==> config.mk <==
export PLATFORM = sky130hd
export DESIGN_NAME = ttb_ctrl
export DESIGN_NICKNAME = d
export VERILOG_FILES = /design/src/hdl/ttb_pkg.sv /design/src/hdl/ttb_ctrl.sv
export SDC_FILE = /design/constraint.sdc
export NUM_CORES = 1
export LEC_CHECK = 0
export ABC_AREA = 1
export BUFFER_PORTS_ARGS = -buffer_cell sky130_fd_sc_hd__buf_4
export CAP_MARGIN = 10
export CORE_ASPECT_RATIO = 0.8
export CORE_MARGIN = 2
export CORE_UTILIZATION = 57
export CTS_CLUSTER_SIZE = 12
export DETAILED_ROUTE_END_ITERATION = 16
export PLACE_DENSITY = 0.83
export SLEW_MARGIN = 20
export SYNTH_ARGS = -nofsm -noshare
export SYNTH_HDL_FRONTEND = slang
export SYNTH_SLANG_ARGS = --single-unit
==> constraint.sdc <==
create_clock -name aclk -period 3.02 [get_ports aclk]
set_clock_uncertainty 0.1 [all_clocks]
set_input_delay 0.604 -clock aclk [delete_from_list [all_inputs] [get_ports aclk]]
set_output_delay 0.604 -clock aclk [all_outputs]
set_load 0.005 [all_outputs]
==> src/hdl/ttb_pkg.sv <==
// Shared types and constants for the triangle tangent basis block.
// Depends on nothing; used by the controller, datapath and top level.
`default_nettype none
package ttb_pkg;

    localparam int FRAC_BITS  = 16;
    localparam int FIT_BITS   = 30;
    localparam int IN_W       = 32;
    localparam int DIFF_W     = IN_W + 1;
    localparam int PROD_W     = 2 * DIFF_W;
    localparam int CROSS_W    = PROD_W + 1;
    localparam int LEN_W      = 7;
    localparam int OUT_W      = 18;
    localparam int SQ_W       = 64;
    localparam int ROOT_W     = 32;
    localparam int QW         = FRAC_BITS + 1;
    localparam int NUMW       = FIT_BITS + FRAC_BITS + 1;
    localparam int EXT_W      = FRAC_BITS + 20;
    localparam int STEP_W     = 6;
    localparam int MUL_LAST   = 14;
    localparam int SQ_LAST    = 3;
    localparam int SQRT_LAST  = 31;
    localparam int DIV_LAST   = QW;
    localparam int S_DATA_W   = 160;
    localparam int M_DATA_W   = 112;

    typedef enum logic [3:0] {
        ST_COLLECT,
        ST_MUL,
        ST_CHK,
        ST_NORM,
        ST_SQ,
        ST_SQRT,
        ST_DIV,
        ST_OUT
    } state_t;

    typedef enum logic [2:0] {
        OP_IDLE,
        OP_MUL,
        OP_NORM,
        OP_SQ,
        OP_SQRT,
        OP_DIV,
        OP_OUT
    } op_t;

    typedef struct packed {
        op_t               op;
        logic [STEP_W-1:0] step;
        logic              vsel;
        logic [1:0]        comp;
        logic              deg;
        logic              load_corner;
        logic              corner_idx;
        logic              load_last;
        logic              div_last;
    } cmd_t;

    typedef struct packed {
        logic det_zero;
        logic vec_zero;
    } stat_t;

    // Number of significant bits of a cross-product magnitude
    function automatic logic [LEN_W-1:0] bitlen(input logic [CROSS_W-1:0] v);
        logic [LEN_W-1:0] n;
        n = '0;
        for (int i = 0; i < CROSS_W; i++) begin
            if (v[i]) n = LEN_W'(i + 1);
        end
        return n;
    endfunction

endpackage
`default_nettype wire

==> src/hdl/ttb_ctrl.sv <==
// Sequencer for the triangle tangent basis block.
// Depends on ttb_pkg; drives ttb_dp through a command struct.
`default_nettype none
module ttb_ctrl (
    input  wire logic          aclk,
    input  wire logic          aresetn,
    input  wire logic          s_tvalid,
    output logic               s_tready,
    output logic               m_tvalid,
    input  wire logic          m_tready,
    input  wire ttb_pkg::stat_t stat,
    output ttb_pkg::cmd_t      cmd
);

    ttb_pkg::state_t                state_reg, state_next;
    logic [1:0]                     corner_reg, corner_next;
    logic [ttb_pkg::STEP_W-1:0]     step_reg, step_next;
    logic                           vsel_reg, vsel_next;
    logic [1:0]                     comp_reg, comp_next;
    logic                           deg_reg, deg_next;
    logic                           valid_reg, valid_next;

    // Hold state and counters
    always_ff @(posedge aclk) begin
        if (!aresetn) begin
            state_reg  <= ttb_pkg::ST_COLLECT;
            corner_reg <= '0;
            step_reg   <= '0;
            vsel_reg   <= 1'b0;
            comp_reg   <= '0;
            deg_reg    <= 1'b0;
            valid_reg  <= 1'b0;
        end else begin
            state_reg  <= state_next;
            corner_reg <= corner_next;
            step_reg   <= step_next;
            vsel_reg   <= vsel_next;
            comp_reg   <= comp_next;
            deg_reg    <= deg_next;
            valid_reg  <= valid_next;
        end
    end

    // Advance the sequence and issue commands
    always_comb begin
        state_next  = state_reg;
        corner_next = corner_reg;
        step_next   = step_reg;
        vsel_next   = vsel_reg;
        comp_next   = comp_reg;
        deg_next    = deg_reg;
        valid_next  = valid_reg & ~m_tready;
        s_tready    = 1'b0;
        cmd             = '0;
        cmd.op          = ttb_pkg::OP_IDLE;
        cmd.step        = step_reg;
        cmd.vsel        = vsel_reg;
        cmd.comp        = comp_reg;
        cmd.deg         = deg_reg;
        cmd.corner_idx  = corner_reg[0];
        cmd.div_last    = (step_reg == ttb_pkg::STEP_W'(ttb_pkg::DIV_LAST));
        case (state_reg)
            ttb_pkg::ST_COLLECT: begin
                s_tready = 1'b1;
                if (s_tvalid) begin
                    if (corner_reg < 2'd2) begin
                        cmd.load_corner = 1'b1;
                        corner_next     = corner_reg + 2'd1;
                    end else begin
                        cmd.load_last = 1'b1;
                        corner_next   = '0;
                        step_next     = '0;
                        deg_next      = 1'b0;
                        state_next    = ttb_pkg::ST_MUL;
                    end
                end
            end
            ttb_pkg::ST_MUL: begin
                cmd.op    = ttb_pkg::OP_MUL;
                step_next = step_reg + 1'b1;
                if (step_reg == ttb_pkg::STEP_W'(ttb_pkg::MUL_LAST)) begin
                    state_next = ttb_pkg::ST_CHK;
                end
            end
            ttb_pkg::ST_CHK: begin
                vsel_next = 1'b0;
                if (stat.det_zero) begin
                    deg_next   = 1'b1;
                    state_next = ttb_pkg::ST_OUT;
                end else begin
                    state_next = ttb_pkg::ST_NORM;
                end
            end
            ttb_pkg::ST_NORM: begin
                cmd.op    = ttb_pkg::OP_NORM;
                step_next = '0;
                if (stat.vec_zero) begin
                    deg_next   = 1'b1;
                    state_next = ttb_pkg::ST_OUT;
                end else begin
                    state_next = ttb_pkg::ST_SQ;
                end
            end
            ttb_pkg::ST_SQ: begin
                cmd.op    = ttb_pkg::OP_SQ;
                step_next = step_reg + 1'b1;
                if (step_reg == ttb_pkg::STEP_W'(ttb_pkg::SQ_LAST)) begin
                    step_next  = '0;
                    state_next = ttb_pkg::ST_SQRT;
                end
            end
            ttb_pkg::ST_SQRT: begin
                cmd.op    = ttb_pkg::OP_SQRT;
                step_next = step_reg + 1'b1;
                if (step_reg == ttb_pkg::STEP_W'(ttb_pkg::SQRT_LAST)) begin
                    step_next  = '0;
                    comp_next  = '0;
                    state_next = ttb_pkg::ST_DIV;
                end
            end
            ttb_pkg::ST_DIV: begin
                cmd.op    = ttb_pkg::OP_DIV;
                step_next = step_reg + 1'b1;
                if (cmd.div_last) begin
                    step_next = '0;
                    if (comp_reg == 2'd2) begin
                        comp_next = '0;
                        if (!vsel_reg) begin
                            vsel_next  = 1'b1;
                            state_next = ttb_pkg::ST_NORM;
                        end else begin
                            state_next = ttb_pkg::ST_OUT;
                        end
                    end else begin
                        comp_next = comp_reg + 2'd1;
                    end
                end
            end
            ttb_pkg::ST_OUT: begin
                // Load the output register once it is free
                if (!valid_reg || m_tready) begin
                    cmd.op     = ttb_pkg::OP_OUT;
                    valid_next = 1'b1;
                    state_next = ttb_pkg::ST_COLLECT;
                end
            end
            default: begin
                state_next = ttb_pkg::ST_COLLECT;
            end
        endcase
    end

    assign m_tvalid = valid_reg;

endmodule
`default_nettype wire

==> results.json, run 1 <==
{
  "pwr-share-comb": 0.604,
  "outcome": "finished clean",
  "cts_setup_buffers": 0,
  "rsz0062_at_grt": "no",
  "coreArea_sq_um": 1870,
  "post_cts_resize_count": 0,
  "dieArea_sq_um": 2340,
  "io_pins": 25,
  "synth.top_cell.area_share": 0.285,
  "grt_pass1_wl_um": 4010,
  "yosysWarnings": 0,
  "yosysMostFrequentCell": "nand2_1",
  "clk_pin_slew_ns": 0.09,
  "ys.flop_type": "dfxtp_1",
  "maxCapViolations": 0,
  "slowest_stage": "dfxtp_1",
  "synth_fp_nets": 185,
  "fin_nets": 208,
  "period_share": 0.732,
  "initial_core_util": 0.599,
  "dp_slack_ns": 1.13,
  "slowest_delay_ns": 0.55,
  "critical_path_class": "reg2out",
  "rrSetupSlack_ns": 1.34,
  "h-tree-depth": 1,
  "cellPowerDensity_nw_per_um2": 837,
  "synth_edf_count": 0,
  "reg2reg_to": "step_reg[5]",
  "worst_slew_margin_rel": 0.750,
  "diodes": 0,
  "cp_cell_sequence": "inv_1, nand2_1, nor2_1, inv_1, nand2_1, buf_4",
  "synthTopCellsByArea": "dfxtp_1 29%, nand2_1 13%, nand3_1 8.5%",
  "cp-start-kind": "register",
  "syn2layout_area_growth_pct": 16.3,
  "p_leak_nw": 0.662,
  "die_w_um": 53.6,
  "numPortBuffers": 24,
  "synth_commonest_cells": "38 x nand2_1, 24 x inv_1, 24 x nor2_1",
  "power_mw": 1.09,
  "antenna_found_initial": 0,
  "cts-root-buf": "clkbuf_4",
  "synth.avg_cell_area_sq_um": 6.38,
  "grt.overflow.total": 0,
  "dpl_cell_area_sq_um": 1280,
  "setup_ws_ns": 0.811,
  "fin_tns_setup_ns": 0,
  "pwr-share-clk": 0.102,
  "crit_family": "flip-flops",
  "r2r_start": "step_reg[1]",
  "cp-end-kind": "primary output",
  "ir_drop_mv": 0.618,
  "place_inst": 218,
  "num-fill-cells": 158,
  "cp.required_ns": 2.32,
  "clock-sinks": 16,
  "fin_cells": 221,
  "crit_start": "state_reg[1]",
  "die_y_um": 43.7,
  "maxSlewViolCount": 0,
  "drc": 0,
  "row_count": 14,
  "synth.yosys.seq_area_share": 0.285,
  "synth_cells": 176,
  "setup_viol": 0,
  "drt_iter0_drc": 34,
  "grt_pass1_vias": 926,
  "wl_per_cell_um": 11.7,
  "ant_nets": 0,
  "hold_viol_final": 0,
  "largest_reg_flops": 6,
  "internal_power_mw": 0.564,
  "clk_path_buf_depth": 2,
  "post-dp-hpwl_um": 2060,
  "synth_cell_type_count": 27,
  "final_layout_size_suffix_gt1_frac": 0.239,
  "synth_area_sq_um": 1120,
  "avgViaCountPerCell": 5.19,
  "async_flop_share": 0,
  "cts_hold_buffers": 0,
  "synth_area_leader_cell": "dfxtp_1",
  "p_sw_frac": 0.484,
  "crit_buf_inv": 3,
  "r2r_cells": 8,
  "period_minus_slack_ns": 2.21,
  "worstMarginPinSlew_ns": 0.375,
  "dr.pass1.iters": 4,
  "max_freq_mhz": 453,
  "numCtsBuffers": 3,
  "cp-endpoint": "cmd[14]",
  "cp_max_fo": 11,
  "ys_ff_latch": 16,
  "min_path_type": "reg2reg",
  "gp_congestion": 0.892,
  "cts_tree": "done",
  "grt_max_degree": 12,
  "p_switching_mw": 0.529,
  "stdcell_area_sq_um": 1310,
  "grtUsageTotal": 0.243,
  "path_depth": 6,
  "worstSkewPairLatency_ns": 0.29,
  "vias": 1147,
  "p_seq_frac": 0.293,
  "cp.arrival_ns": 1.51,
  "totalWireLength_um": 2580
}
per-stage QoR:
stage | utilization | hold slack (ns)
after CTS | 0.697 | 0.392
after floorplan | - | 0.338
final | 0.697 | 0.393
after detailed placement | 0.685 | 0.379
after global placement | 0.685 | 0.361
after global routing | 0.697 | 0.439
metal layers:
metal,vias to the layer above,track usage,wire length (um)
met5,-,0,0
met4,0,0.0462,20
met3,4,0.0724,145
met2,27,0.402,1270
met1,516,0.316,1140
li1,600,-,-
worst min-delay path by stage:
stage	end	startpoint	cells after the start	slack, ns
floorplan	deg_reg	deg_reg	2	0.34
global placement	corner_reg[1]	corner_reg[1]	2	0.36
detailed placement	corner_reg[1]	corner_reg[1]	2	0.38
CTS	corner_reg[1]	corner_reg[1]	2	0.39
global route	corner_reg[1]	corner_reg[1]	2	0.44
finish	corner_reg[1]	corner_reg[1]	2	0.39
logic make-up (layout without fill, tap and decap cells):
kind of cell             Yosys count  after routing  synth area share
AND/OR/NAND/NOR                  100            100             0.424
adder cells (fa/ha/maj)            3              3            0.0334
buffers and inverters             33             54             0.135
AO/OA/AOI/OAI                     24             24             0.122
flip-flops                        16             16             0.285
cell type report:
class	count	area, sq um	share of cell area
well taps	24	30.0	0.0230
repair buffers	24	180	0.138
flip-flops and latches	16	320	0.245
multi-input cells	127	652	0.499
clock buffers	3	22.5	0.0172
inverters	27	101	0.0776
power groups by stage:
stage          logic (mW)  registers (mW)  clock network, mW
4_1_cts             0.662           0.320              0.115
6_report            0.660           0.320              0.112
3_5_place_dp        0.659           0.325                  0
3_3_place_gp        0.640           0.322                  0
5_1_grt             0.746           0.327              0.122
2_1_floorplan       0.520           0.293                  0
cells in the final DEF (no fill, tap or decap), drive strengths merged:
cell type and count:
nor2 29, nand3 22, o21bai 1, nand3b 1, a31oi 2, inv 27, nor3b 1, a21oi 10
ha 3, clkbuf 3, nand2 44, nor3 3, buf 24, o21ai 8, a211oi 2, dfxtp 16
o21a 1
worst min-delay path, cell delays in order, from the launching register on:
cell and delay, ns:
dfxtp_1 0.32, inv_1 0.06, a21oi_1 0.06
No activity file was read; power rests on OpenSTA's default activity.
==> run 2, diff against run 1 <==
ABC_AREA = 0   (was 1)
CORE_UTILIZATION = 48   (was 57)
PLACE_DENSITY = 0.75   (was 0.83)
clock period = 1.8 ns   (was 3.02 ns; I/O delays follow)
==> results.json, run 2 <==
{
  "row_count": 15,
  "power_mw": 1.70,
  "synth.avg_cell_area_sq_um": 7.73,
  "clk_pin_slew_ns": 0.10,
  "initial_core_util": 0.515,
  "crit_start": "step_reg[1]",
  "die_w_um": 58.0,
  "worstMarginPinSlew_ns": 0.328,
  "grt_pass1_wl_um": 5220,
  "cts-root-buf": "clkbuf_4",
  "synth_fp_nets": 154,
  "wl_per_cell_um": 16.2,
  "syn2layout_area_growth_pct": 45.8,
  "synth_area_sq_um": 1120,
  "vias": 1255,
  "final_layout_size_suffix_gt1_frac": 0.462,
  "slowest_stage": "or4_4",
  "maxSlewViolCount": 0,
  "slowest_delay_ns": 0.51,
  "ys_ff_latch": 16,
  "p_leak_nw": 0.653,
  "cp_max_fo": 4,
  "ir_drop_mv": 0.832,
  "cp_cell_sequence": "inv_4, ha_4, and3_4, o21ai_4, a21boi_4, or4_4, a31oi_1",
  "cellPowerDensity_nw_per_um2": 1040,
  "cp-end-kind": "register",
  "gp_congestion": 0.814,
  "r2r_cells": 7,
  "min_path_type": "in2reg",
  "period_share": 1.07,
  "yosysWarnings": 0,
  "dr.pass1.iters": 4,
  "num-fill-cells": 155,
  "hold_viol_final": 0,
  "grt.overflow.total": 0,
  "drc": 0,
  "failed_checks": "setup timing",
  "h-tree-depth": 1,
  "die_y_um": 47.2,
  "grtUsageTotal": 0.252,
  "ys.flop_type": "dfxtp_1",
  "cp-endpoint": "step_reg[3]",
  "synth_cell_type_count": 43,
  "crit_family": "simple AND/OR/NAND/NOR gates",
  "outcome": "finished, violations left",
  "numPortBuffers": 24,
  "final_common_cell": "buf_4",
  "setup_ws_ns": -0.128,
  "antenna_found_initial": 0,
  "cp.required_ns": 1.93,
  "synth_commonest_cells": "16 x dfxtp_1, 16 x nand2_1, 11 x nor2_1",
  "clk_path_buf_depth": 2,
  "rsz0062_at_grt": "yes",
  "grt_pass1_vias": 1123,
  "cts_tree": "done",
  "path_depth": 7,
  "post-dp-hpwl_um": 2250,
  "grt_max_degree": 17,
  "layout_common_cells": "45 x buf_4, 15 x nand2_1, 10 x nor2_1, 9 x o21ai_0, 9 x dfxtp_1",
  "period_minus_slack_ns": 1.93,
  "synthTopCellsByArea": "dfxtp_1 29%, nand2_1 5.4%, o21ai_0 4.5%",
  "clock-sinks": 16,
  "max_freq_mhz": 519,
  "largest_reg_flops": 6,
  "avgViaCountPerCell": 5.95,
  "crit_buf_inv": 1,
  "worst_slew_margin_rel": 0.780,
  "critical_path_class": "reg2reg",
  "synth_cells": 145,
  "io_pins": 25,
  "diodes": 0,
  "numCtsBuffers": 3,
  "setup_viol": 8,
  "cp-start-kind": "register",
  "worstSkewPairLatency_ns": 0.30,
  "synth.yosys.seq_area_share": 0.286,
  "cp.arrival_ns": 2.06,
  "synth_area_leader_cell": "dfxtp_1",
  "min_from": "aresetn",
  "dieArea_sq_um": 2740,
  "maxCapViolations": 0,
  "synth_edf_count": 0,
  "fin_nets": 196,
  "r2r_start": "step_reg[1]",
  "synth.top_cell.area_share": 0.286,
  "rrSetupSlack_ns": -0.13,
  "totalWireLength_um": 3410,
  "reg2reg_to": "step_reg[3]",
  "holdWs_ns": 0.243,
  "async_flop_share": 0,
  "ant_nets": 0,
  "coreArea_sq_um": 2180,
  "drt_iter0_drc": 61
}
-- run 2: cell types whose count changed after synthesis, sizes merged, moves of 5 or more --
cell / change
inv: -23
nand2: -28
nand3: -16
nor2: -18
nor2b: +5
-- run 2: repair_timing --
| action | CTS | global route |
|---|---|---|
| hold buffers | 0 | 0 |
| buffers inserted | 1 | 3 |
| pin swaps | 6 | 8 |
| endpoints found under the setup margin | 9 | 15 |
| resized for setup | 12 | 28 |
-- run 2: report_power, final --
group,internal [mW],switching [mW],total (mW)
registers,0.419,0.103,0.522
clock network,0.124,0.128,0.251
logic,0.505,0.425,0.930
-- run 2: kinds of logic (layout without fill, tap and decap cells) --
group,Yosys count,in the layout,synth area share
buffers and inverters,17,58,0.0803
multiplexers,4,4,0.0357
AND/OR/NAND/NOR,64,64,0.301
AO/OA/AOI/OAI,41,41,0.263
flip-flops,16,16,0.286
adder cells (fa/ha/maj),3,3,0.0335
-- run 2: cell type report --
type | count | area, sq um | area share
sequential | 16 | 339 | 0.208
multi-input combinational | 112 | 820 | 0.502
tap | 25 | 31.3 | 0.0191
clock buffer | 4 | 36.3 | 0.0222
inverter | 5 | 21.3 | 0.0130
timing repair buffer | 49 | 387 | 0.237
-- run 2: worst reg2reg max path, cell delays in order (launching register included) --
cell and delay, ns:
dfxtp_4 0.40, inv_4 0.04, ha_4 0.14, and3_4 0.18, o21ai_4 0.23, a21boi_4 0.10, or4_4 0.51, a31oi_1 0.17
-- run 2: worst min path at each step --
stage          depth (start not counted)            end  slack [ns]
2_1_floorplan                          2  corner_reg[1]        0.36
3_3_place_gp                           2  corner_reg[1]        0.38
3_5_place_dp                           2  corner_reg[1]        0.39
4_1_cts                                2    step_reg[4]        0.24
5_1_grt                                3       vsel_reg        0.25
6_report                               2    step_reg[4]        0.24
-- run 2: per-layer routing --
metal | vias to the layer above | wire length [um] | global-route usage
met5 | - | 0 | 0
met4 | 0 | 35 | 0.0419
met3 | 6 | 283 | 0.0606
met2 | 50 | 1550 | 0.420
met1 | 597 | 1540 | 0.342
li1 | 602 | - | -
-- run 2: stage by stage --
stage	utilization	setup TNS (ns)	std cells	area [sq um]	setup WS, ns
after floorplan	-	-0.0931	145	1130	-0.0866
after CTS	0.693	-0.112	208	1510	-0.0460
after global placement	0.656	-0.0865	203	1430	-0.0479
final	0.751	-0.456	211	1630	-0.128
after global routing	0.751	-1.14	211	1630	-0.185
after detailed placement	0.656	-0.290	203	1430	-0.0763
